--- config.mk ---
export PLATFORM = sky130hd
export DESIGN_NAME = lcs_stencil
export DESIGN_NICKNAME = d
export VERILOG_FILES = /design/src/hw/rtl/lcs_pkg.sv /design/src/hw/rtl/lcs_stencil.sv
export SDC_FILE = /design/constraint.sdc
export NUM_CORES = 1
export LEC_CHECK = 0
export ABC_CLOCK_PERIOD_IN_PS = 8050
export CAP_MARGIN = 20
export CORE_ASPECT_RATIO = 1.25
export CORE_MARGIN = 2
export CORE_UTILIZATION = 45
export DETAILED_ROUTE_END_ITERATION = 10
export DONT_BUFFER_PORTS = 1
export GPL_TIMING_DRIVEN = 1
export SETUP_SLACK_MARGIN = 0.02
export SLEW_MARGIN = 20
export SYNTH_ARGS = -nofsm -noshare
export SYNTH_HDL_FRONTEND = slang
export SYNTH_SLANG_ARGS = --single-unit
--- constraint.sdc ---
create_clock -name clk -period 8.05 [get_ports clk]
set_input_delay 0.4025 -clock clk [delete_from_list [all_inputs] [get_ports clk]]
set_output_delay 0.4025 -clock clk [all_outputs]
set_load 0.03 [all_outputs]
--- src/hw/rtl/lcs_pkg.sv ---
// Shared types, constants and helpers for the life cell stream stepper.
// No dependencies; used by every RTL file of the block.
package lcs_pkg;

    localparam int MAX_WIDTH  = 1024;
    localparam int MAX_HEIGHT = 1024;
    localparam int AGE_BITS   = 8;

    // Fixed field widths of the item and config ports
    localparam int FIELD_AGE_BITS = 8;
    localparam int DIM_BITS       = 11;
    localparam int TOTAL_BITS     = 21;

    // Position counters: row runs up to two past the last row while flushing
    localparam int COL_BITS = $clog2(MAX_WIDTH);
    localparam int ROW_BITS = $clog2(MAX_HEIGHT + 2);
    localparam int CMP_BITS = ((ROW_BITS > DIM_BITS) ? ROW_BITS : DIM_BITS) + 1;

    localparam int DIM_MIN   = 3;
    localparam int DIM_RESET = 256;

    // Life rule thresholds on the 3x3 count (self included)
    localparam logic [3:0] BIRTH_CNT = 4'd3;
    localparam logic [3:0] DIE_LOW   = 4'd2;
    localparam logic [3:0] DIE_HIGH  = 4'd5;

    typedef logic [AGE_BITS-1:0] age_t;
    typedef logic [COL_BITS-1:0] col_t;
    typedef logic [DIM_BITS-1:0] dim_t;
    typedef logic [TOTAL_BITS-1:0] total_t;

    localparam age_t AGE_MAX = '1;

    typedef enum logic [0:0] {
        REG_GRID_WIDTH  = 1'b0,
        REG_GRID_HEIGHT = 1'b1
    } cfg_reg_t;

    typedef struct packed {
        logic [FIELD_AGE_BITS-1:0] cell_age;
        logic                      pad;
    } cell_item_t;

    typedef struct packed {
        logic [FIELD_AGE_BITS-1:0] new_age;
        logic                      last_cell;
        total_t                    alive_total;
        total_t                    birth_total;
        total_t                    death_total;
    } result_item_t;

    // Line buffer word: both stored rows of one column
    typedef struct packed {
        age_t upper;
        age_t middle;
    } line_pair_t;

    // Where the window centre sits, for edge masking
    typedef struct packed {
        logic emit;
        logic top;
        logic bottom;
        logic left;
        logic right;
        logic last;
    } win_flags_t;

    function automatic dim_t clamp_dim(input dim_t v, input int hi);
        if (v < dim_t'(DIM_MIN)) begin
            return dim_t'(DIM_MIN);
        end
        if (int'(v) > hi) begin
            return dim_t'(hi);
        end
        return v;
    endfunction

endpackage

--- src/hw/rtl/lcs_stencil.sv ---
// Window stage: takes line buffer read data, writes the column back,
// shifts the 3x3 window, applies the life rule and keeps running totals.
// Depends on lcs_pkg.
module lcs_stencil (
    input  logic                  clk,
    input  logic                  rst_n,
    input  logic                  accept,
    input  lcs_pkg::age_t         in_age,
    input  lcs_pkg::win_flags_t   in_flags,
    input  lcs_pkg::col_t         in_col,
    input  lcs_pkg::line_pair_t   rd_data,
    input  logic                  restart,
    output logic                  wr_en,
    output lcs_pkg::col_t         wr_addr,
    output lcs_pkg::line_pair_t   wr_data,
    output logic                  ready,
    output logic                  result_valid,
    input  logic                  result_ready,
    output lcs_pkg::result_item_t result
);

    logic                  s1_valid_reg;
    lcs_pkg::win_flags_t   s1_flags_reg;
    lcs_pkg::age_t         s1_age_reg;
    lcs_pkg::col_t         s1_col_reg;
    lcs_pkg::age_t         win_reg [3][3];
    lcs_pkg::age_t         win_next [3][3];
    logic                  out_valid_reg;
    lcs_pkg::result_item_t out_reg;
    lcs_pkg::total_t       alive_reg;
    lcs_pkg::total_t       birth_reg;
    lcs_pkg::total_t       death_reg;
    lcs_pkg::total_t       alive_next;
    lcs_pkg::total_t       birth_next;
    lcs_pkg::total_t       death_next;
    logic                  s1_move;
    logic [3:0]            cnt;
    lcs_pkg::age_t         self_age;
    lcs_pkg::age_t         nage;

    // Stage 1 advances unless its result is blocked by a full output register
    assign s1_move = s1_valid_reg &&
                     (!s1_flags_reg.emit || !out_valid_reg || result_ready);
    assign ready   = !s1_valid_reg || s1_move;

    // Write back: middle row moves up, new cell becomes middle
    assign wr_en          = s1_move;
    assign wr_addr        = s1_col_reg;
    assign wr_data.upper  = rd_data.middle;
    assign wr_data.middle = s1_age_reg;

    // Shifted window with the new column on the right
    always_comb
    begin
        for (int r = 0; r < 3; r++)
        begin
            win_next[r][0] = win_reg[r][1];
            win_next[r][1] = win_reg[r][2];
        end
        win_next[0][2] = rd_data.upper;
        win_next[1][2] = rd_data.middle;
        win_next[2][2] = s1_age_reg;
    end

    // Live count over the window, taps outside the grid masked off
    always_comb
    begin
        cnt = '0;
        for (int r = 0; r < 3; r++)
        begin
            for (int c = 0; c < 3; c++)
            begin
                if (!((r == 0) && s1_flags_reg.top) &&
                    !((r == 2) && s1_flags_reg.bottom) &&
                    !((c == 0) && s1_flags_reg.left) &&
                    !((c == 2) && s1_flags_reg.right) &&
                    (win_next[r][c] != '0))
                begin
                    cnt = cnt + 4'd1;
                end
            end
        end
    end

    // Life rule and totals
    always_comb
    begin
        self_age   = win_next[1][1];
        nage       = '0;
        alive_next = alive_reg;
        birth_next = birth_reg;
        death_next = death_reg;
        if (self_age == '0)
        begin
            if (cnt == lcs_pkg::BIRTH_CNT)
            begin
                nage       = lcs_pkg::age_t'(1);
                alive_next = alive_reg + lcs_pkg::total_t'(1);
                birth_next = birth_reg + lcs_pkg::total_t'(1);
            end
        end
        else if ((cnt <= lcs_pkg::DIE_LOW) || (cnt >= lcs_pkg::DIE_HIGH))
        begin
            death_next = death_reg + lcs_pkg::total_t'(1);
        end
        else
        begin
            nage       = (self_age == lcs_pkg::AGE_MAX) ? lcs_pkg::AGE_MAX
                                                        : self_age + lcs_pkg::age_t'(1);
            alive_next = alive_reg + lcs_pkg::total_t'(1);
        end
    end

    // Control registers
    always_ff @(posedge clk or negedge rst_n)
    begin
        if (!rst_n)
        begin
            s1_valid_reg  <= 1'b0;
            out_valid_reg <= 1'b0;
            alive_reg     <= '0;
            birth_reg     <= '0;
            death_reg     <= '0;
        end
        else
        begin
            if (accept)
            begin
                s1_valid_reg <= 1'b1;
            end
            else if (s1_move)
            begin
                s1_valid_reg <= 1'b0;
            end

            if (s1_move && s1_flags_reg.emit)
            begin
                out_valid_reg <= 1'b1;
            end
            else if (result_ready)
            begin
                out_valid_reg <= 1'b0;
            end

            if (restart)
            begin
                alive_reg <= '0;
                birth_reg <= '0;
                death_reg <= '0;
            end
            else if (s1_move && s1_flags_reg.emit)
            begin
                alive_reg <= s1_flags_reg.last ? '0 : alive_next;
                birth_reg <= s1_flags_reg.last ? '0 : birth_next;
                death_reg <= s1_flags_reg.last ? '0 : death_next;
            end
        end
    end

    // Payload registers
    always_ff @(posedge clk)
    begin
        if (accept)
        begin
            s1_flags_reg <= in_flags;
            s1_age_reg   <= in_age;
            s1_col_reg   <= in_col;
        end
        if (s1_move)
        begin
            for (int r = 0; r < 3; r++)
            begin
                for (int c = 0; c < 3; c++)
                begin
                    win_reg[r][c] <= win_next[r][c];
                end
            end
        end
        if (s1_move && s1_flags_reg.emit)
        begin
            out_reg.new_age     <= lcs_pkg::FIELD_AGE_BITS'(nage);
            out_reg.last_cell   <= s1_flags_reg.last;
            out_reg.alive_total <= alive_next;
            out_reg.birth_total <= birth_next;
            out_reg.death_total <= death_next;
        end
    end

    assign result_valid = out_valid_reg;
    assign result       = out_reg;

endmodule

======== Word level (Yosys, flattened, before mapping) ========
Memory sizes are Yosys's and may differ from the RTL's.
Cells that the tools add are included.
word-level totals
  input bits .............................. 45
  memories ................................ 1
  flip-flop bits (word level) ............. 161
  output and inout bits ................... 101
  word-level logic and storage cells ...... 108
  bits in writable memories ............... 72
memories
  name     depth  bits a word  rd ports  clocked after Yosys merged registers in  wr ports  line               RTL
  win_reg  3      24           3         0                                        3         lcs_stencil.sv:26  lcs_pkg::age_t win_reg [3][3];
cells by class
  magnitude comparators ................... 2
  mux-type cells .......................... 35
  equality and inequality tests ........... 2
  reduce and logical (&&, ||, !) cells .... 38
  $add $sub $neg .......................... 12
operators with widths
  kind                                                                                 count
  21-bit 2-to-1 mux                                                                    16
  8-bit nonzero test                                                                   9
  21-bit by 1-bit adder with 21-bit output, second input constant                      3
  4-bit by 1-bit adder with 4-bit output, second input constant                        8
  4-bit 2-to-1 mux                                                                     8
  8-bit 2-to-1 mux                                                                     3
  1-bit logical AND                                                                    14
  8-bit by 1-bit adder with 8-bit output, second input constant                        1
  8-bit == test, second input constant                                                 1
  8-bit logical NOT                                                                    1
  1-bit 2-to-1 mux                                                                     8
  1-bit logical NOT                                                                    7
  2-bit nonzero test                                                                   3
  4-bit by 2-bit == test with 1-bit output, second input constant                      1
  4-bit by 3-bit greater-or-equal comparator with 1-bit output, second input constant  1
  4-bit by 2-bit less-or-equal comparator with 1-bit output, second input constant     1
  1-bit logical OR                                                                     4

======== Depth between registers and ports, before layout ========
  depth after elaboration ................. 27
  mapped depth ............................ 32

======== Worst setup path before layout ========
Ideal clock, no wire load.
  path type ............................... register to register
  start ................................... mem win_reg[0][1] (netlist name)
  end ..................................... reg out_reg (netlist bit result[52]) (data pin)
  clock period less this slack ............ 6.124 ns
  stages on the path, launching flop included .. 33
  arrival time ............................ 5.865 ns
  library setup time ...................... 0.259 ns
  path slack .............................. 1.926 ns
  data required time ...................... 7.791 ns
  path through ............................ edfxtp_1 -> nor4_1 -> a21o_1 -> inv_1 -> ha_1 -> xnor2_4 -> inv_2 -> ha_1 -> nand2_1 -> nand2_1 -> ha_1 -> nor2_1 -> a31oi_1 -> ha_1 -> and2_1 -> or2_2 -> ha_1 -> nand2_1 -> nand3_1 -> ha_1 -> inv_1 -> a211oi_1 -> xnor2_1 -> xnor3_2 -> xnor2_1 -> mux2i_1 -> mux2i_4 -> and2_1 -> buf_2 -> and2_1 -> buf_4 -> nand2_1 -> xnor2_1
RTL lines
  element          line               RTL
  start, declared  lcs_stencil.sv:26
  end, declared    lcs_stencil.sv:29  lcs_pkg::result_item_t out_reg;

==> impl_metrics.toml <==
[timing]
holdWs_ns = 0.200
hold_violations = 0
fmax_mhz = 136
worstMarginPinSlew_ns = 0.962
slew_viol_final = 0
finClkSkew_ns = 0.0117
setup_viol = 0
fin_crit_sh = 0.912
fin_crit_ns = 7.34
finalSetupTns_ns = 0
rsz0062_at_grt = "false"
relSlewSlack = 0.354

[setup_path]
crit_family = "simple AND/OR/NAND/NOR gates"
cp_data_arrival_time_ns = 7.60
crit_required_ns = 8.31
cp_slowest_cell = "and2_1"
crit_path_start_kind = "flip-flop"
crit_top_cell = "ha_1"
max_stage_delay_ns = 0.60
endpoint_kind = "flip-flop"
crit_buf_inv = 3
critPathKind = "flip-flop to flip-flop"
path_max_fanout = 17

[routing]
ant_nets = 0
drt_iter0_drc = 393
vias = 6834
wl_per_cell_um = 18.1
drc = 0
viasPerCell = 5.82
wl_um = 21300
first_pass_iters = 5

[outcome]
status = "complete, no violations"

[global_route]
antenna_found_initial = 0
grt_pass1_vias = 6720
overflow = 0
grt_usage = 0.174
grt_pass1_wl_um = 34100
grt_max_degree = 66

[cts]
htree_levels = 1
clock_path_buffers = 3
tritoncts = "yes"
clock_latency_ns = 0.52
cts_inserted_buffers = 22
cts_sinks = 209
root_buffer = "clkbuf_16"
path_clk_slew_ns = 0.06

[synth]
yosysMostFrequentCell = "edfxtp_1"
synthTopCellsByCount = "144 x edfxtp_1, 83 x nand2_1, 65 x dfrtp_1"
netlist_instances = 854
syn_area_per_cell_um2 = 12.0
synth_nets = 912
netlist_area_um2 = 10200
ys.flop_type = "edfxtp_1"
yosysSeqAreaShare = 0.583
synthArstFlopShare = 0.311
synth.top_cell.area_share = 0.423
synth_edf_count = 144
yosys_warnings = 0
yosys.area.top_type = "edfxtp_1"
synth.ff_latch_count = 209
ys_types = 75
synthTopCellsByArea = "edfxtp_1 42%, dfrtp_1 16%, xnor2_1 3.9%"

[finish]
ff_latch_area_um2 = 5950
nFillCells = 1973
antenna_cells = 0
area_growth_pct = 13.1
largest_reg_flops = 72
drive_gt1_frac = 0.0886
nets = 934
fin_util = 0.518
multi_input_comb_area_um2 = 3930

[power]
total_power_mw = 2.99
powerDensity_nw_per_um2 = 259
p_leak_nw = 4.37
vdd_drop_max_uv = 223

[placement]
numPortBuffers = 0
dp_hpwl_um = 14000
gp_congestion = 0.834

[worst_hold_path]
hold_path_class = "primary input to flip-flop"

[die]
num_rows = 61
dieArea_um2 = 23900
dieWidth_um = 139
initial_utilization = 0.458
ios = 146
core_area_um2 = 22300
die_h_um = 172

[job]
maxCapViolCount = 0
[routing by layer]
layer	track usage	vias up	wire length (um)
met5	0	-	0
met4	0.0584	0	603
met2	0.308	227	10700
met1	0.217	3332	8860
li1	-	3232	-
met3	0.0296	43	1130
[repair_timing]
item	CTS	global route
buffers inserted	0	0
setup endpoints to repair	0	0
gates resized for setup	0	0
hold buffers	43	0
endpoints found under the hold margin	130	0
[per-stage QoR]
stage / setup slack (ns) / instance area (um2) / std cells
after floorplan: 1.93 / 10200 / 854
after global placement: 1.09 / 10400 / 1092
after detailed placement: 0.798 / 10400 / 1092
after CTS: 0.765 / 11500 / 1175
after global routing: 0.222 / 11500 / 1175
final: 0.707 / 11500 / 1175
[placed cells by master, fill, tap and decap left out, types with 7 or more instances in the layout]
| master | netlist | routed |
|---|---|---|
| inv_1 | 22 | 22 |
| nand3_1 | 35 | 35 |
| edfxtp_1 | 144 | 144 |
| nor2_1 | 38 | 36 |
| o31ai_1 | 12 | 12 |
| xor2_1 | 27 | 27 |
| o211ai_1 | 8 | 8 |
| a21o_1 | 13 | 13 |
| and3_1 | 29 | 29 |
| nand4_1 | 10 | 10 |
| a31oi_1 | 42 | 42 |
| o21ai_0 | 39 | 39 |
| nor3_1 | 12 | 12 |
| a21oi_1 | 22 | 22 |
| dfrtp_1 | 65 | 65 |
| ha_1 | 13 | 13 |
| dlygate4sd3_1 | 0 | 41 |
| mux2i_1 | 7 | 7 |
| nand2_1 | 83 | 82 |
| clkbuf_16 | 0 | 22 |
| and2_1 | 15 | 15 |
| nor4_1 | 15 | 14 |
| xnor2_1 | 46 | 46 |
[path summary, 6_finish.rpt]
check	cells after the start	slack [ns]	start	to
hold / removal	2	0.20	result_ready	result_valid$_DFFE_PN0P_
hold reg to reg	0	0.44	win_reg[0][2]$_DFFE_PP_	win_reg[0][10]$_DFFE_PP_
setup / recovery	30	0.71	win_reg[0][1]$_DFFE_PP_	result[51]$_DFFE_PP_
max in group asynchronous	2	7.29	rst_n	death_reg[0]$_DFFE_PN0P_
setup reg to reg	30	0.71	win_reg[0][1]$_DFFE_PP_	result[51]$_DFFE_PP_
min in group asynchronous	2	0.45	rst_n	alive_reg[2]$_DFFE_PN0P_
[logic make-up after synthesis]
family / after synthesis / share of synthesized area
and+or+nand+nor: 274 / 0.138
muxes: 11 / 0.0124
buffers and inverters: 75 / 0.0361
xor gates and xnor gates: 83 / 0.0861
DFF: 209 / 0.583
AOI/OAI and AO/OA: 189 / 0.129
adders and majority gates: 13 / 0.0159
[cell type report]
| type | instances | share of cell area |
|---|---|---|
| Timing Repair Buffer | 49 | 0.0423 |
| Sequential cell | 209 | 0.515 |
| Multi-Input combinational cell | 570 | 0.340 |
| Clock buffer | 28 | 0.0505 |
| Clock inverter | 12 | 0.0132 |
| Tap cell | 283 | 0.0307 |
| Inverter | 24 | 0.00780 |
[power by group]
part	total (mW)	internal, mW	switching (mW)
Combinational	0.603	0.194	0.410
Clock	1.04	0.611	0.424
Sequential	1.35	1.24	0.108
Total	2.99	2.04	0.941
Note: power is estimated with default switching activity, not from simulation.
