**config.mk**
```make
export PLATFORM = sky130hd
export DESIGN_NAME = lcs_pos_ctrl
export DESIGN_NICKNAME = d
export VERILOG_FILES = /design/src/hw/rtl/lcs_pkg.sv /design/src/hw/rtl/lcs_pos_ctrl.sv
export SDC_FILE = /design/constraint.sdc
export NUM_CORES = 1
export LEC_CHECK = 0
export BUFFER_PORTS_ARGS = -buffer_cell sky130_fd_sc_hd__buf_2
export CORE_UTILIZATION = 50
export DETAILED_ROUTE_END_ITERATION = 10
export GPL_TIMING_DRIVEN = 0
export PLACE_DENSITY = 0.76
export SYNTH_ARGS = -nofsm -noshare
export SYNTH_HDL_FRONTEND = slang
export SYNTH_SLANG_ARGS = --single-unit
```
**constraint.sdc**
```tcl
create_clock -name clk -period 5.1 [get_ports clk]
set_input_delay 0.51 -clock clk [delete_from_list [all_inputs] [get_ports clk]]
set_output_delay 0.51 -clock clk [all_outputs]
set_load 0.03 [all_outputs]
```
**src/hw/rtl/lcs_pkg.sv**
```systemverilog
// Shared types, constants and helpers for the life cell stream stepper.
// No dependencies; used by every RTL file of the block.
package lcs_pkg;

    localparam int MAX_WIDTH  = 1024;
    localparam int MAX_HEIGHT = 1024;
    localparam int AGE_BITS   = 8;

    // Fixed field widths of the item and config ports
    localparam int FIELD_AGE_BITS = 8;
    localparam int DIM_BITS       = 11;
    localparam int TOTAL_BITS     = 21;

    // Position counters: row runs up to two past the last row while flushing
    localparam int COL_BITS = $clog2(MAX_WIDTH);
    localparam int ROW_BITS = $clog2(MAX_HEIGHT + 2);
    localparam int CMP_BITS = ((ROW_BITS > DIM_BITS) ? ROW_BITS : DIM_BITS) + 1;

    localparam int DIM_MIN   = 3;
    localparam int DIM_RESET = 256;

    // Life rule thresholds on the 3x3 count (self included)
    localparam logic [3:0] BIRTH_CNT = 4'd3;
    localparam logic [3:0] DIE_LOW   = 4'd2;
    localparam logic [3:0] DIE_HIGH  = 4'd5;

    typedef logic [AGE_BITS-1:0] age_t;
    typedef logic [COL_BITS-1:0] col_t;
    typedef logic [DIM_BITS-1:0] dim_t;
    typedef logic [TOTAL_BITS-1:0] total_t;

    localparam age_t AGE_MAX = '1;

    typedef enum logic [0:0] {
        REG_GRID_WIDTH  = 1'b0,
        REG_GRID_HEIGHT = 1'b1
    } cfg_reg_t;

    typedef struct packed {
        logic [FIELD_AGE_BITS-1:0] cell_age;
        logic                      pad;
    } cell_item_t;

    typedef struct packed {
        logic [FIELD_AGE_BITS-1:0] new_age;
        logic                      last_cell;
        total_t                    alive_total;
        total_t                    birth_total;
        total_t                    death_total;
    } result_item_t;

    // Line buffer word: both stored rows of one column
    typedef struct packed {
        age_t upper;
        age_t middle;
    } line_pair_t;

    // Where the window centre sits, for edge masking
    typedef struct packed {
        logic emit;
        logic top;
        logic bottom;
        logic left;
        logic right;
        logic last;
    } win_flags_t;

    function automatic dim_t clamp_dim(input dim_t v, input int hi);
        if (v < dim_t'(DIM_MIN)) begin
            return dim_t'(DIM_MIN);
        end
        if (int'(v) > hi) begin
            return dim_t'(hi);
        end
        return v;
    endfunction

endpackage

```
**src/hw/rtl/lcs_pos_ctrl.sv**
```systemverilog
// Grid size registers and raster position of the next item.
// Depends on lcs_pkg. Produces the line buffer column and edge flags.
module lcs_pos_ctrl (
    input  logic                clk,
    input  logic                rst_n,
    input  logic                accept,
    input  logic                cfg_write,
    input  lcs_pkg::cfg_reg_t   cfg_index,
    input  lcs_pkg::dim_t       cfg_data,
    output lcs_pkg::col_t       col,
    output lcs_pkg::win_flags_t flags
);

    lcs_pkg::dim_t width_reg;
    lcs_pkg::dim_t height_reg;
    lcs_pkg::col_t col_reg;
    lcs_pkg::col_t col_next;
    logic [lcs_pkg::ROW_BITS-1:0] row_reg;
    logic [lcs_pkg::ROW_BITS-1:0] row_next;

    logic [lcs_pkg::CMP_BITS-1:0] col_ext;
    logic [lcs_pkg::CMP_BITS-1:0] row_ext;
    logic [lcs_pkg::CMP_BITS-1:0] w_ext;
    logic [lcs_pkg::CMP_BITS-1:0] h_ext;
    logic [lcs_pkg::CMP_BITS-1:0] col_inc;
    logic                         col_zero;

    // Edge flags of the cell whose window completes with this item
    always_comb
    begin
        col_ext  = lcs_pkg::CMP_BITS'(col_reg);
        row_ext  = lcs_pkg::CMP_BITS'(row_reg);
        w_ext    = lcs_pkg::CMP_BITS'(width_reg);
        h_ext    = lcs_pkg::CMP_BITS'(height_reg);
        col_zero = (col_reg == '0);

        flags.emit   = (row_ext >= lcs_pkg::CMP_BITS'(2)) ||
                       ((row_ext == lcs_pkg::CMP_BITS'(1)) && !col_zero);
        flags.top    = col_zero ? (row_ext == lcs_pkg::CMP_BITS'(2))
                                : (row_ext == lcs_pkg::CMP_BITS'(1));
        flags.bottom = col_zero ? (row_ext == h_ext + lcs_pkg::CMP_BITS'(1))
                                : (row_ext == h_ext);
        flags.left   = (col_reg == lcs_pkg::COL_BITS'(1));
        flags.right  = col_zero;
        flags.last   = flags.emit && col_zero &&
                       (row_ext == h_ext + lcs_pkg::CMP_BITS'(1));
    end

    // Raster advance, wrapping to a new frame after the last cell
    always_comb
    begin
        col_inc  = col_ext + lcs_pkg::CMP_BITS'(1);
        col_next = lcs_pkg::COL_BITS'(col_inc);
        row_next = row_reg;
        if (col_inc >= w_ext)
        begin
            col_next = '0;
            row_next = lcs_pkg::ROW_BITS'(row_ext + lcs_pkg::CMP_BITS'(1));
        end
        if (flags.last)
        begin
            col_next = '0;
            row_next = '0;
        end
    end

    always_ff @(posedge clk or negedge rst_n)
    begin
        if (!rst_n)
        begin
            width_reg  <= lcs_pkg::clamp_dim(lcs_pkg::dim_t'(lcs_pkg::DIM_RESET),
                                             lcs_pkg::MAX_WIDTH);
            height_reg <= lcs_pkg::clamp_dim(lcs_pkg::dim_t'(lcs_pkg::DIM_RESET),
                                             lcs_pkg::MAX_HEIGHT);
            col_reg    <= '0;
            row_reg    <= '0;
        end
        else if (cfg_write)
        begin
            case (cfg_index)
                lcs_pkg::REG_GRID_WIDTH:
                begin
                    width_reg <= lcs_pkg::clamp_dim(cfg_data, lcs_pkg::MAX_WIDTH);
                end
                lcs_pkg::REG_GRID_HEIGHT:
                begin
                    height_reg <= lcs_pkg::clamp_dim(cfg_data, lcs_pkg::MAX_HEIGHT);
                end
                default:
                begin
                    width_reg <= width_reg;
                end
            endcase
            col_reg <= '0;
            row_reg <= '0;
        end
        else if (accept)
        begin
            col_reg <= col_next;
            row_reg <= row_next;
        end
    end

    assign col = col_reg;

endmodule

```
After elaboration in Yosys (flattened, before gate mapping)
Index checks and enable logic that the tools add are counted.
Word-level totals
  latch bits: 0
  memory bits (writable): 0
  memories: 0
  output and inout bits: 16
  ROM bits: 0
  word-level logic and storage cells: 56
  bits in registers: 43
Operators by class
  multipliers: 0
  shift-type cells: 0
  equal/unequal tests: 5
  bitwise logic cells: 1
  add/subtract/negate cells: 3
  multiplexer cells: 28
  reduce and logical (&&, ||, !) cells: 11
  $lt $le $gt $ge: 4
  divide/modulo/power cells: 0
Operators by type and width (count)
  2-to-1 mux 11 bit: 10
  2-to-1 mux 10 bit: 4
  2-to-1 mux 1 bit: 14
  adder 11 x 1 -> 12 bit, second input constant: 1
  == test 11 x 12 -> 1 bit: 1
  adder 10 x 1 -> 11 bit, second input constant: 1
  adder 11 x 1 -> 11 bit, second input constant: 1
  == test 11 x 1 -> 1 bit, second input constant: 1
  == test 11 bit: 1
  == test 11 x 2 -> 1 bit, second input constant: 1
  >= comparator 11 bit: 1
  >= comparator 11 x 2 -> 1 bit, second input constant: 1
  greater-than comparator 11 bit, second input constant: 1
  less-than comparator 11 x 2 -> 1 bit, second input constant: 1
  == test 10 x 1 -> 1 bit, second input constant: 1
  logical NOT 10 bit: 1
  AND reduction 2 bit: 3
  logical AND 1 bit: 3
  nonzero test 3 bit: 1
  nonzero test 2 bit: 1
  logical NOT 1 bit: 1
  logical OR 1 bit: 1
  NOT 1 bit: 1

Logic depth before layout (Yosys ltp)
Gate-level depths: netlist (run 1).
  depth after elaboration: 9
  mapped depth: 14
  mapped depth without buffers: 13

Least setup slack after synthesis (run 1)
OpenSTA, ideal clock, no wires.
  path type: flip-flop to flip-flop
  start: reg col_reg[0], in the netlist col[0]
  end: reg row_reg[3] (netlist bit)
  required time: 5018 ps
  slack: 1691 ps
  cell stages (with the launch flop): 15
  arrival: 3327 ps
  library setup time: 82 ps
  path through: dfrtp_1 ha_1 nand3_1 nor2_1 nand3_1 xnor2_1 ha_1 or4_1 a211oi_1 o21ai_1 nand2_1 clkbuf_1 nor2_1 nand3b_1 a31oi_1
Between the ends
  longest elaborated chain between the ends: 9
  elaborated cells on any way between the ends: 13
  those cells by class: 1 x add/sub; 1 x order compare; 3 x mux; 8 x reduce/logical
RTL lines
  start: declaration: line lcs_pos_ctrl.sv:16  | lcs_pkg::col_t col_reg;
  start signal: assignment: line lcs_pos_ctrl.sv:99  | col_reg <= col_next;
  parallel branches: the longest is 9 deep, another holds adder 10 x 1 -> 11 bit
  end signal: assignment: line lcs_pos_ctrl.sv:100  | row_reg <= row_next;
  end: declaration: line lcs_pos_ctrl.sv:18  | logic [lcs_pkg::ROW_BITS-1:0] row_reg;
Parallel ways; which one is timed is not known. The select of a mux whose other input is x is not followed.
A chain may end at the register's enable or synchronous reset.

Worst setup path after layout (run 1)
Ends and elaborated chain as after synthesis.

==> impl_metrics.env, run 1 <==
export IMPL_h_tree_depth=2
export IMPL_grt_pass1_wl_mm=12.68
export IMPL_worstPathMaxFanout=10
export IMPL_p_per_area_mw_per_mm2=233.6
export IMPL_viasPerCell=5.844
export IMPL_combPwrFrac=0.208
export IMPL_drt_antenna_violating_nets=0
export IMPL_whs_ps=349.7
export IMPL_async_flop_share=1.000
export IMPL_drt_iter0_markers=237
export IMPL_p_sw_mw=0.2453
export IMPL_ctsHoldBuffers=0
export IMPL_num_rows=28
export IMPL_layout_drive_gt1_share=0.1411
export IMPL_n_fill_cell=532
export IMPL_seq_area_frac_synth=0.3555
export IMPL_insertion_delay_ps=300
export IMPL_grt_setup_unrepaired="no"
export IMPL_dieArea_mm2=0.006384
export IMPL_pwr_share_clk=0.306
export IMPL_antenna_found_initial=0
export IMPL_antenna_cells=0
export IMPL_final_cells=486
export IMPL_first_pass_iters=5
export IMPL_seqCellArea_mm2=0.001079
export IMPL_start_util=0.5155
export IMPL_p_seq_frac=0.485
export IMPL_dpl_cell_area_mm2=0.003283
export IMPL_io_buffers=31
export IMPL_intPower_mw=0.5461
export IMPL_clock_path_buffers=2
export IMPL_yosys_cell_count_top_type="nand2_1"
export IMPL_track_usage=0.2590
export IMPL_netlist_top_cells_count="nand2_1, dfrtp_1, nand3_1"
export IMPL_arrival_ps=3940
export IMPL_avgSynthCellArea_um2=8.156
export IMPL_hold_violations=0
export IMPL_postCtsSetupRepairBufs=0
export IMPL_routabilityCongestion=0.8841
export IMPL_syn_nets=406
export IMPL_status="complete, no violations"
export IMPL_cts_root_buf="clkbuf_8"
export IMPL_dp_cells=478
export IMPL_worst_slack_ps=1382
export IMPL_cts_tree="done"
export IMPL_syn_area_mm2=0.003034
export IMPL_hold_class="in -> async"
export IMPL_required_ps=5330
export IMPL_die_h_um=79.90
export IMPL_tns_ps=0
export IMPL_grt_pass1_vias=2678
export IMPL_yosys_warnings=0
export IMPL_io_pins=32
export IMPL_netlist_area_leader_share=0.3381
export IMPL_synth_top_cell_by_area="dfrtp_1"
export IMPL_p_sw_frac=0.3100
export IMPL_clock_skew_ps=4.892
export IMPL_multi_input_area_mm2=0.001754
export IMPL_startpoint_type="flop"
export IMPL_drv_cap=0
export IMPL_wl_per_cell_um=15.20
export IMPL_place_ws_ps=1455
export IMPL_syn_inst=372
export IMPL_relSlewSlack=0.3500
export IMPL_synth_area_leaders="dfrtp_1, ha_1, nand2_1, xnor2_1, nand3_1"
export IMPL_synth_edf_count=0
export IMPL_vias=2840
export IMPL_core_area_mm2=0.005886
export IMPL_cts_num_sinks=43
export IMPL_worst_slew_pin_slew_ps=975.0
export IMPL_utilization=0.5755
export IMPL_grt_overflow_total=0
export IMPL_cts_buffers=5
export IMPL_ctsResizeCount=0
export IMPL_synth_ff_type="dfrtp_1"
export IMPL_drc=0
export IMPL_period_share=0.7291
export IMPL_fmax_mhz=269.0
export IMPL_cts_clk_slew_worst_paths_ps=80
export IMPL_die_x_um=79.90
export IMPL_leakage_nw=1.479
export IMPL_ir_drop_mv=0.1271
export IMPL_ys_seq_elements=43
export IMPL_endpoint_kind="flop"
export IMPL_grt_max_degree=44
export IMPL_fin_nets=444
export IMPL_slew_violations=0
export IMPL_period_needed_ps=3718
export IMPL_path_class="reg -> reg"
export IMPL_synth_cell_type_count=46
export IMPL_area_growth_pct=11.63
export IMPL_routed_wl_mm=7.386
export IMPL_stdcell_area_mm2=0.003387
export IMPL_setup_viol=0
export IMPL_hpwl_mm=5.575
export IMPL_finalPower_mw=0.7913
## worst max-delay path, cell delays in order, from the launching register on
cell	delay, ps
dfrtp_1	470
inv_1	120
nor3_1	570
nand3_1	190
xnor2_1	180
ha_1	220
or4_1	500
a211oi_1	230
o21ai_1	140
nand2_1	190
clkbuf_1	360
nor2_1	110
nand3b_1	170
a31oi_1	170
## cell usage in the layout (no fill, tap or decap), types with 6 or more instances in the layout
cell      synthesis  layout
clkbuf_8          0       7
xnor2_1          17      17
dfrtp_1          41      41
nand3_1          27      27
nand2b_1         11      11
buf_2             5      36
nor3_1            9       9
o21ai_1           6       6
inv_1            17      17
o21ai_0          20      20
nor2_1           19      19
a31oi_1           8       8
nand4_1           7       7
xor2_1            9       9
clkbuf_1         17      17
nor4_1            8       8
a21oi_1          18      18
nand2_1          59      59
ha_1             18      18
## cells by family (layout without fill, tap and decap cells)
kind of cell,Yosys count,after routing,synth area share
flops,43,43,0.3555
xor+xnor,26,26,0.07505
simple gates,163,163,0.2693
fa+ha+maj,18,18,0.07423
buf+inv,45,84,0.06639
mux,7,7,0.02392
compound gates,70,70,0.1357
## per-layer routing
metal	global-route usage	part of all wire	vias up	wire, um
li1	-	-	1380	-
met1	0.3440	0.45	1360	3293
met2	0.4342	0.50	90	3669
met3	0.03086	0.042	10	312
met4	0.09107	0.015	0	110
met5	0	0	-	0
## path summary, 6_finish.rpt
kind	startpoint	end	slack, ps	cells after the start
hold reg to reg	width_reg[8]$_DFFE_PN1P_	width_reg[8]$_DFFE_PN1P_	490	2
setup reg to reg	col[0]$_DFFE_PN0P_	row_reg[3]$_DFFE_PN0P_	1380	13
setup / recovery	col[0]$_DFFE_PN0P_	row_reg[3]$_DFFE_PN0P_	1380	13
min in group clk	width_reg[8]$_DFFE_PN1P_	width_reg[8]$_DFFE_PN1P_	490	2
hold / removal	rst_n	height_reg[2]$_DFFE_PN0P_	350	1
max in group asynchronous	rst_n	width_reg[6]$_DFFE_PN0P_	4130	1
## power groups by stage
stage          registers, mW  clock network (mW)  logic, mW
6_report               0.384               0.242      0.165
3_5_place_dp           0.391                   0      0.164
2_1_floorplan          0.388                   0      0.111
3_3_place_gp           0.390                   0      0.157
5_1_grt                0.388               0.265      0.186
4_1_cts                0.384               0.248      0.165
## area by class of cell
class / count / share of cell area
clock buffers: 7 / 0.02844
inverters: 18 / 0.01995
multi-input cells: 284 / 0.5179
plain buffers: 27 / 0.03953
flip-flops and latches: 43 / 0.3184
repair buffers: 31 / 0.04581
well taps: 75 / 0.02771
clock inverters: 1 / 0.002216
Power figures use the tool's default switching activity.
==> inputs of run 2 (changes only) <==
--- a/config.mk
+++ b/config.mk
@@ -9,7 +9,7 @@
 export CORE_UTILIZATION = 50
 export DETAILED_ROUTE_END_ITERATION = 10
 export GPL_TIMING_DRIVEN = 0
-export PLACE_DENSITY = 0.76
+export PLACE_DENSITY = 0.78
 export SYNTH_ARGS = -nofsm -noshare
 export SYNTH_HDL_FRONTEND = slang
 export SYNTH_SLANG_ARGS = --single-unit
==> constraint.sdc (replaced) <==
create_clock -name clk -period 3.4 [get_ports clk]
set_input_delay 0.34 -clock clk [delete_from_list [all_inputs] [get_ports clk]]
set_output_delay 0.34 -clock clk [all_outputs]
set_load 0.03 [all_outputs]
==> run 2 against run 1 <==
  * Non-clock buffer count grew 7
  * Power grew 47%
  * Global-route usage shrank 0.19 points
  * Critical path type is now reg -> out
  * Routed wire length grew 3.1%
==> impl_metrics.env, run 2 (same netlist as run 1, synthesis figures left out) <==
export IMPL_drt_iter0_markers=277
export IMPL_slowest_delay_ps=600
export IMPL_routabilityCongestion=0.9480
export IMPL_leakage_nw=1.551
export IMPL_die_x_um=79.90
export IMPL_slowest_stage="or4_4"
export IMPL_core_area_mm2=0.005886
export IMPL_utilization=0.5989
export IMPL_fin_nets=451
export IMPL_area_growth_pct=16.16
export IMPL_setup_viol=0
export IMPL_dpl_cell_area_mm2=0.003284
export IMPL_antenna_found_initial=0
export IMPL_arrival_ps=2940
export IMPL_grt_pass1_wl_mm=12.73
export IMPL_dieArea_mm2=0.006384
export IMPL_cts_buffers=5
export IMPL_mostFrequentLayoutCells="nand2_1, dfrtp_1, buf_2, nand3_1, o21ai_0"
export IMPL_cts_num_sinks=43
export IMPL_tns_ps=0
export IMPL_hold_violations=0
export IMPL_layout_commonest_cell="nand2_1"
export IMPL_io_buffers=31
export IMPL_crit_buf_inv=4
export IMPL_cts_clk_slew_worst_paths_ps=90
export IMPL_finalPower_mw=1.162
export IMPL_status="complete, no violations"
export IMPL_layout_drive_gt1_share=0.1986
export IMPL_track_usage=0.2571
export IMPL_dp_cells=478
export IMPL_worst_slew_pin_slew_ps=988.9
export IMPL_h_tree_depth=2
export IMPL_relSlewSlack=0.3407
export IMPL_path_class="reg -> out"
export IMPL_startpoint_type="flop"
export IMPL_whs_ps=201.8
export IMPL_drv_cap=0
export IMPL_grt_max_degree=44
export IMPL_ctsHoldBuffers=0
export IMPL_cts_tree="done"
export IMPL_cts_root_buf="clkbuf_8"
export IMPL_place_ws_ps=-230.5
export IMPL_ir_drop_mv=0.1984
export IMPL_multi_input_area_mm2=0.001849
export IMPL_final_cells=493
export IMPL_clock_path_buffers=2
export IMPL_fmax_mhz=304.8
export IMPL_n_fill_cell=527
export IMPL_num_rows=28
export IMPL_insertion_delay_ps=300
export IMPL_routed_wl_mm=7.616
export IMPL_vias=2868
export IMPL_drt_antenna_violating_nets=0
export IMPL_start_util=0.5155
export IMPL_worst_slack_ps=118.9
export IMPL_hpwl_mm=5.493
export IMPL_period_share=0.9650
export IMPL_hold_class="in -> async"
export IMPL_seqCellArea_mm2=0.001082
export IMPL_wl_per_cell_um=15.45
export IMPL_cp_cell_sequence="buf_6, nor4_2, nand3_2, nor4_2, o2111ai_1, or4_4, buf_2, inv_2, buf_2"
export IMPL_p_per_area_mw_per_mm2=329.6
export IMPL_stdcell_area_mm2=0.003525
export IMPL_required_ps=3060
export IMPL_period_needed_ps=3281
export IMPL_cp_top_family="simple AND/OR/NAND/NOR gates"
export IMPL_drc=0
export IMPL_first_pass_iters=4
export IMPL_grt_pass1_vias=2710
export IMPL_viasPerCell=5.817
export IMPL_die_h_um=79.90
export IMPL_worstPathMaxFanout=10
export IMPL_antenna_cells=0
export IMPL_slew_violations=0
export IMPL_grt_overflow_total=0
export IMPL_io_pins=32
export IMPL_clock_skew_ps=10.18
export IMPL_endpoint_kind="output port"
run 2: changes by cell type in the layout (fill, tap and decap cells not counted), moves of 3 or more:
cell,change
nand3_2,+4
dfrtp_2,+3
dfrtp_1,-3
nand3_1,-5
buf_4,+9
run 2: area by class of cell:
type,count,area share
Buffer,26,0.03834
Clock buffer,7,0.02165
Clock inverter,1,0.001420
Inverter,18,0.01917
Multi-Input combinational cell,284,0.5247
Sequential cell,43,0.3071
Tap cell,75,0.02662
Timing Repair Buffer,39,0.06106
run 2: path summary, 6_finish.rpt:
check	start	endpoint	slack, ps	depth (start not counted)
setup / recovery	col[2]$_DFFE_PN0P_	flags[0]	120	9
hold / removal	rst_n	height_reg[6]$_DFFE_PN0P_	200	1
setup reg to reg	col[2]$_DFFE_PN0P_	row_reg[10]$_DFFE_PN0P_	140	13
hold reg to reg	width_reg[8]$_DFFE_PN1P_	width_reg[8]$_DFFE_PN1P_	490	2
max in group asynchronous	rst_n	col[3]$_DFFE_PN0P_	2520	1
min in group clk	cfg_data[8]	height_reg[8]$_DFFE_PN1P_	340	3
run 2: power by group:
group | internal [mW] | switching, mW
Sequential | 0.545 | 0.0308
Clock | 0.144 | 0.175
Combinational | 0.102 | 0.165
run 2: worst reg2reg max path: cells and delay by family (launching register included):
family | cells | cell delay (ps)
adder cells (fa/ha/maj) | 1 | 320
buffers and inverters | 1 | 150
flip-flops | 1 | 370
AO/OA/AOI/OAI | 3 | 400
AND/OR/NAND/NOR | 7 | 1780
XOR/XNOR | 1 | 180
run 2: routing by layer:
layer | track usage | share of wire
met5 | 0 | 0
met4 | 0.08750 | 0.019
met3 | 0.04343 | 0.046
met2 | 0.4325 | 0.51
met1 | 0.3333 | 0.43
run 2: repair_timing:
action                                  in CTS  in global routing
pin swaps                                    0                  5
setup buffers                                0                  8
cloned                                       0                  0
endpoints found under the setup margin      18                 20
endpoints found under the hold margin        0                  0
resized for setup                            5                 20
==> inputs of run 3 (changes only) <==
--- a/config.mk
+++ b/config.mk
@@ -8,7 +8,6 @@
 export BUFFER_PORTS_ARGS = -buffer_cell sky130_fd_sc_hd__buf_2
 export CORE_UTILIZATION = 50
 export DETAILED_ROUTE_END_ITERATION = 10
-export GPL_TIMING_DRIVEN = 0
 export PLACE_DENSITY = 0.78
 export SYNTH_ARGS = -nofsm -noshare
 export SYNTH_HDL_FRONTEND = slang
==> run 3 against run 2 <==
  * Final cell count shrank 5.9%
  * Critical path depth grew 4
  * Power grew 1.2%
  * Fmax up 2.8%
  * Clock skew shrank 1.3 ps
  * Die area stayed put
  * Setup slack better by 90 ps
  * First-iteration DRC count decreased by 32%
  * Flip-flop and latch count unchanged
  * Sequential share of layout area rose by 1.8 points
  * Largest cell class unchanged
==> impl_metrics.env, run 3 (same netlist as run 1, synthesis figures left out) <==
export IMPL_antenna_cells=0
export IMPL_first_pass_iters=4
export IMPL_r2r_end="row_reg[10]$_DFFE_PN0P_"
export IMPL_layout_commonest_cell="nand2_1"
export IMPL_regToRegSetupSlack_ps=210
export IMPL_slowest_delay_ps=540
export IMPL_cp_common_cell="nand3_1"
export IMPL_setup_viol=0
export IMPL_io_pins=32
export IMPL_grt_overflow_total=0
export IMPL_place_ws_ps=79.87
export IMPL_cts_clk_slew_worst_paths_ps=80
export IMPL_arrival_ps=3420
export IMPL_grt_pass1_wl_mm=12.03
export IMPL_relSlewSlack=0.3839
export IMPL_die_x_um=79.90
export IMPL_hpwl_mm=5.040
export IMPL_final_cells=464
export IMPL_track_usage=0.2437
export IMPL_leakage_nw=1.442
export IMPL_dpl_cell_area_mm2=0.003173
export IMPL_cts_tree="done"
export IMPL_antenna_found_initial=0
export IMPL_clock_path_buffers=2
export IMPL_dieArea_mm2=0.006384
export IMPL_crit_buf_inv=1
export IMPL_clock_skew_ps=8.877
export IMPL_ctsHoldBuffers=0
export IMPL_finalPower_mw=1.176
export IMPL_io_buffers=31
export IMPL_drc=0
export IMPL_layout_drive_gt1_share=0.1542
export IMPL_grt_max_degree=44
export IMPL_rr_worst_depth=13
export IMPL_cp_cell_sequence="nand3_1, nor3_1, buf_4, nand3_1, xnor2_2, ha_1, o21ai_0, a21oi_1, or2_2, nand2_1, or4_1, or4b_1, a31oi_1"
export IMPL_path_class="reg -> reg"
export IMPL_die_h_um=79.90
export IMPL_num_rows=28
export IMPL_viasPerCell=5.832
export IMPL_cts_root_buf="clkbuf_8"
export IMPL_mostFrequentLayoutCells="nand2_1, dfrtp_1, buf_2, nand3_1, o21ai_0"
export IMPL_hold_class="in -> async"
export IMPL_utilization=0.5651
export IMPL_worst_slack_ps=208.5
export IMPL_vias=2706
export IMPL_start_util=0.5155
export IMPL_cts_num_sinks=43
export IMPL_routabilityCongestion=0.9112
export IMPL_drt_antenna_violating_nets=0
export IMPL_whs_ps=176.6
export IMPL_slew_violations=0
export IMPL_endpoint_kind="flop"
export IMPL_insertion_delay_ps=300
export IMPL_h_tree_depth=2
export IMPL_tns_ps=0
export IMPL_stdcell_area_mm2=0.003326
export IMPL_period_share=0.9387
export IMPL_drv_cap=0
export IMPL_cp_top_family="simple AND/OR/NAND/NOR gates"
export IMPL_dp_cells=454
export IMPL_slowest_stage="or4_1"
export IMPL_p_per_area_mw_per_mm2=353.5
export IMPL_worstPathMaxFanout=6
export IMPL_hold_violations=0
export IMPL_required_ps=3630
export IMPL_grt_pass1_vias=2576
export IMPL_fin_nets=422
export IMPL_drt_iter0_markers=188
export IMPL_worst_slew_pin_slew_ps=924.2
export IMPL_routed_wl_mm=6.944
export IMPL_area_growth_pct=9.608
export IMPL_fmax_mhz=313.3
export IMPL_core_area_mm2=0.005886
export IMPL_worstReg2RegStart="col[3]$_DFFE_PN0P_"
export IMPL_cts_buffers=5
export IMPL_status="complete, no violations"
export IMPL_ir_drop_mv=0.2244
export IMPL_period_needed_ps=3191
export IMPL_startpoint_type="flop"
export IMPL_wl_per_cell_um=14.97
## run 3: cell count changes in the layout (fill, tap and decap cells not counted), moves of 3 or more
| cell | delta |
|---|---|
| buf_4 | -5 |
| nand3_2 | -3 |
| clkbuf_1 | -16 |
| buf_2 | -5 |
| nand3_1 | +4 |
| buf_6 | -3 |
## run 3: power by group
| group | total, mW | internal [mW] | switching (mW) | leakage [nW] |
|---|---|---|---|---|
| registers | 0.586 | 0.545 | 0.0406 | 0.569 |
| clock network | 0.364 | 0.185 | 0.179 | 0.0505 |
| logic | 0.226 | 0.0850 | 0.141 | 0.822 |
| total | 1.18 | 0.815 | 0.361 | 1.44 |
## run 3: worst reg2reg max path: cells and delay by family (launching register included)
kind | cells | cell delay, ps
fa+ha+maj | 1 | 290
simple gates | 7 | 1620
xor+xnor | 1 | 190
flops | 1 | 480
compound gates | 3 | 350
buf+inv | 1 | 170
## run 3: repair_timing
action                     4_1_cts  5_1_grt
buffers inserted                 0        2
setup endpoints to repair        0       16
gates resized for setup          0        7
## run 3: how the worst max path moves through the flow
stage                       startpoint                      end  slack [ps]  cells after the start
finish              col[3]$_DFFE_PN0P_  row_reg[10]$_DFFE_PN0P_         210                     13
floorplan           col[1]$_DFFE_PN0P_   row_reg[3]$_DFFE_PN0P_          30                     14
global route        col[4]$_DFFE_PN0P_  row_reg[10]$_DFFE_PN0P_          -5                     13
detailed placement  col[0]$_DFFE_PN0P_  row_reg[10]$_DFFE_PN0P_          80                     13
global placement    col[0]$_DFFE_PN0P_  row_reg[10]$_DFFE_PN0P_         200                     13
CTS                 col[0]$_DFFE_PN0P_  row_reg[10]$_DFFE_PN0P_          70                     13
## run 3: area by class of cell
cell class | count | area (um^2)
tap | 75 | 93.84
timing repair buffer | 36 | 192.7
fill | 532 | 2560
multi-input combinational | 284 | 1787
clock inverter | 1 | 7.507
sequential | 43 | 1081
inverter | 18 | 67.56
clock buffer | 7 | 96.34
## run 3: metal layers
metal | up-vias | global-route usage | share of wire
met1 | 1315 | 0.3111 | 0.46
li1 | 1328 | - | -
met3 | 15 | 0.03886 | 0.026
met5 | - | 0 | 0
met2 | 48 | 0.4077 | 0.49
met4 | 0 | 0.1018 | 0.023
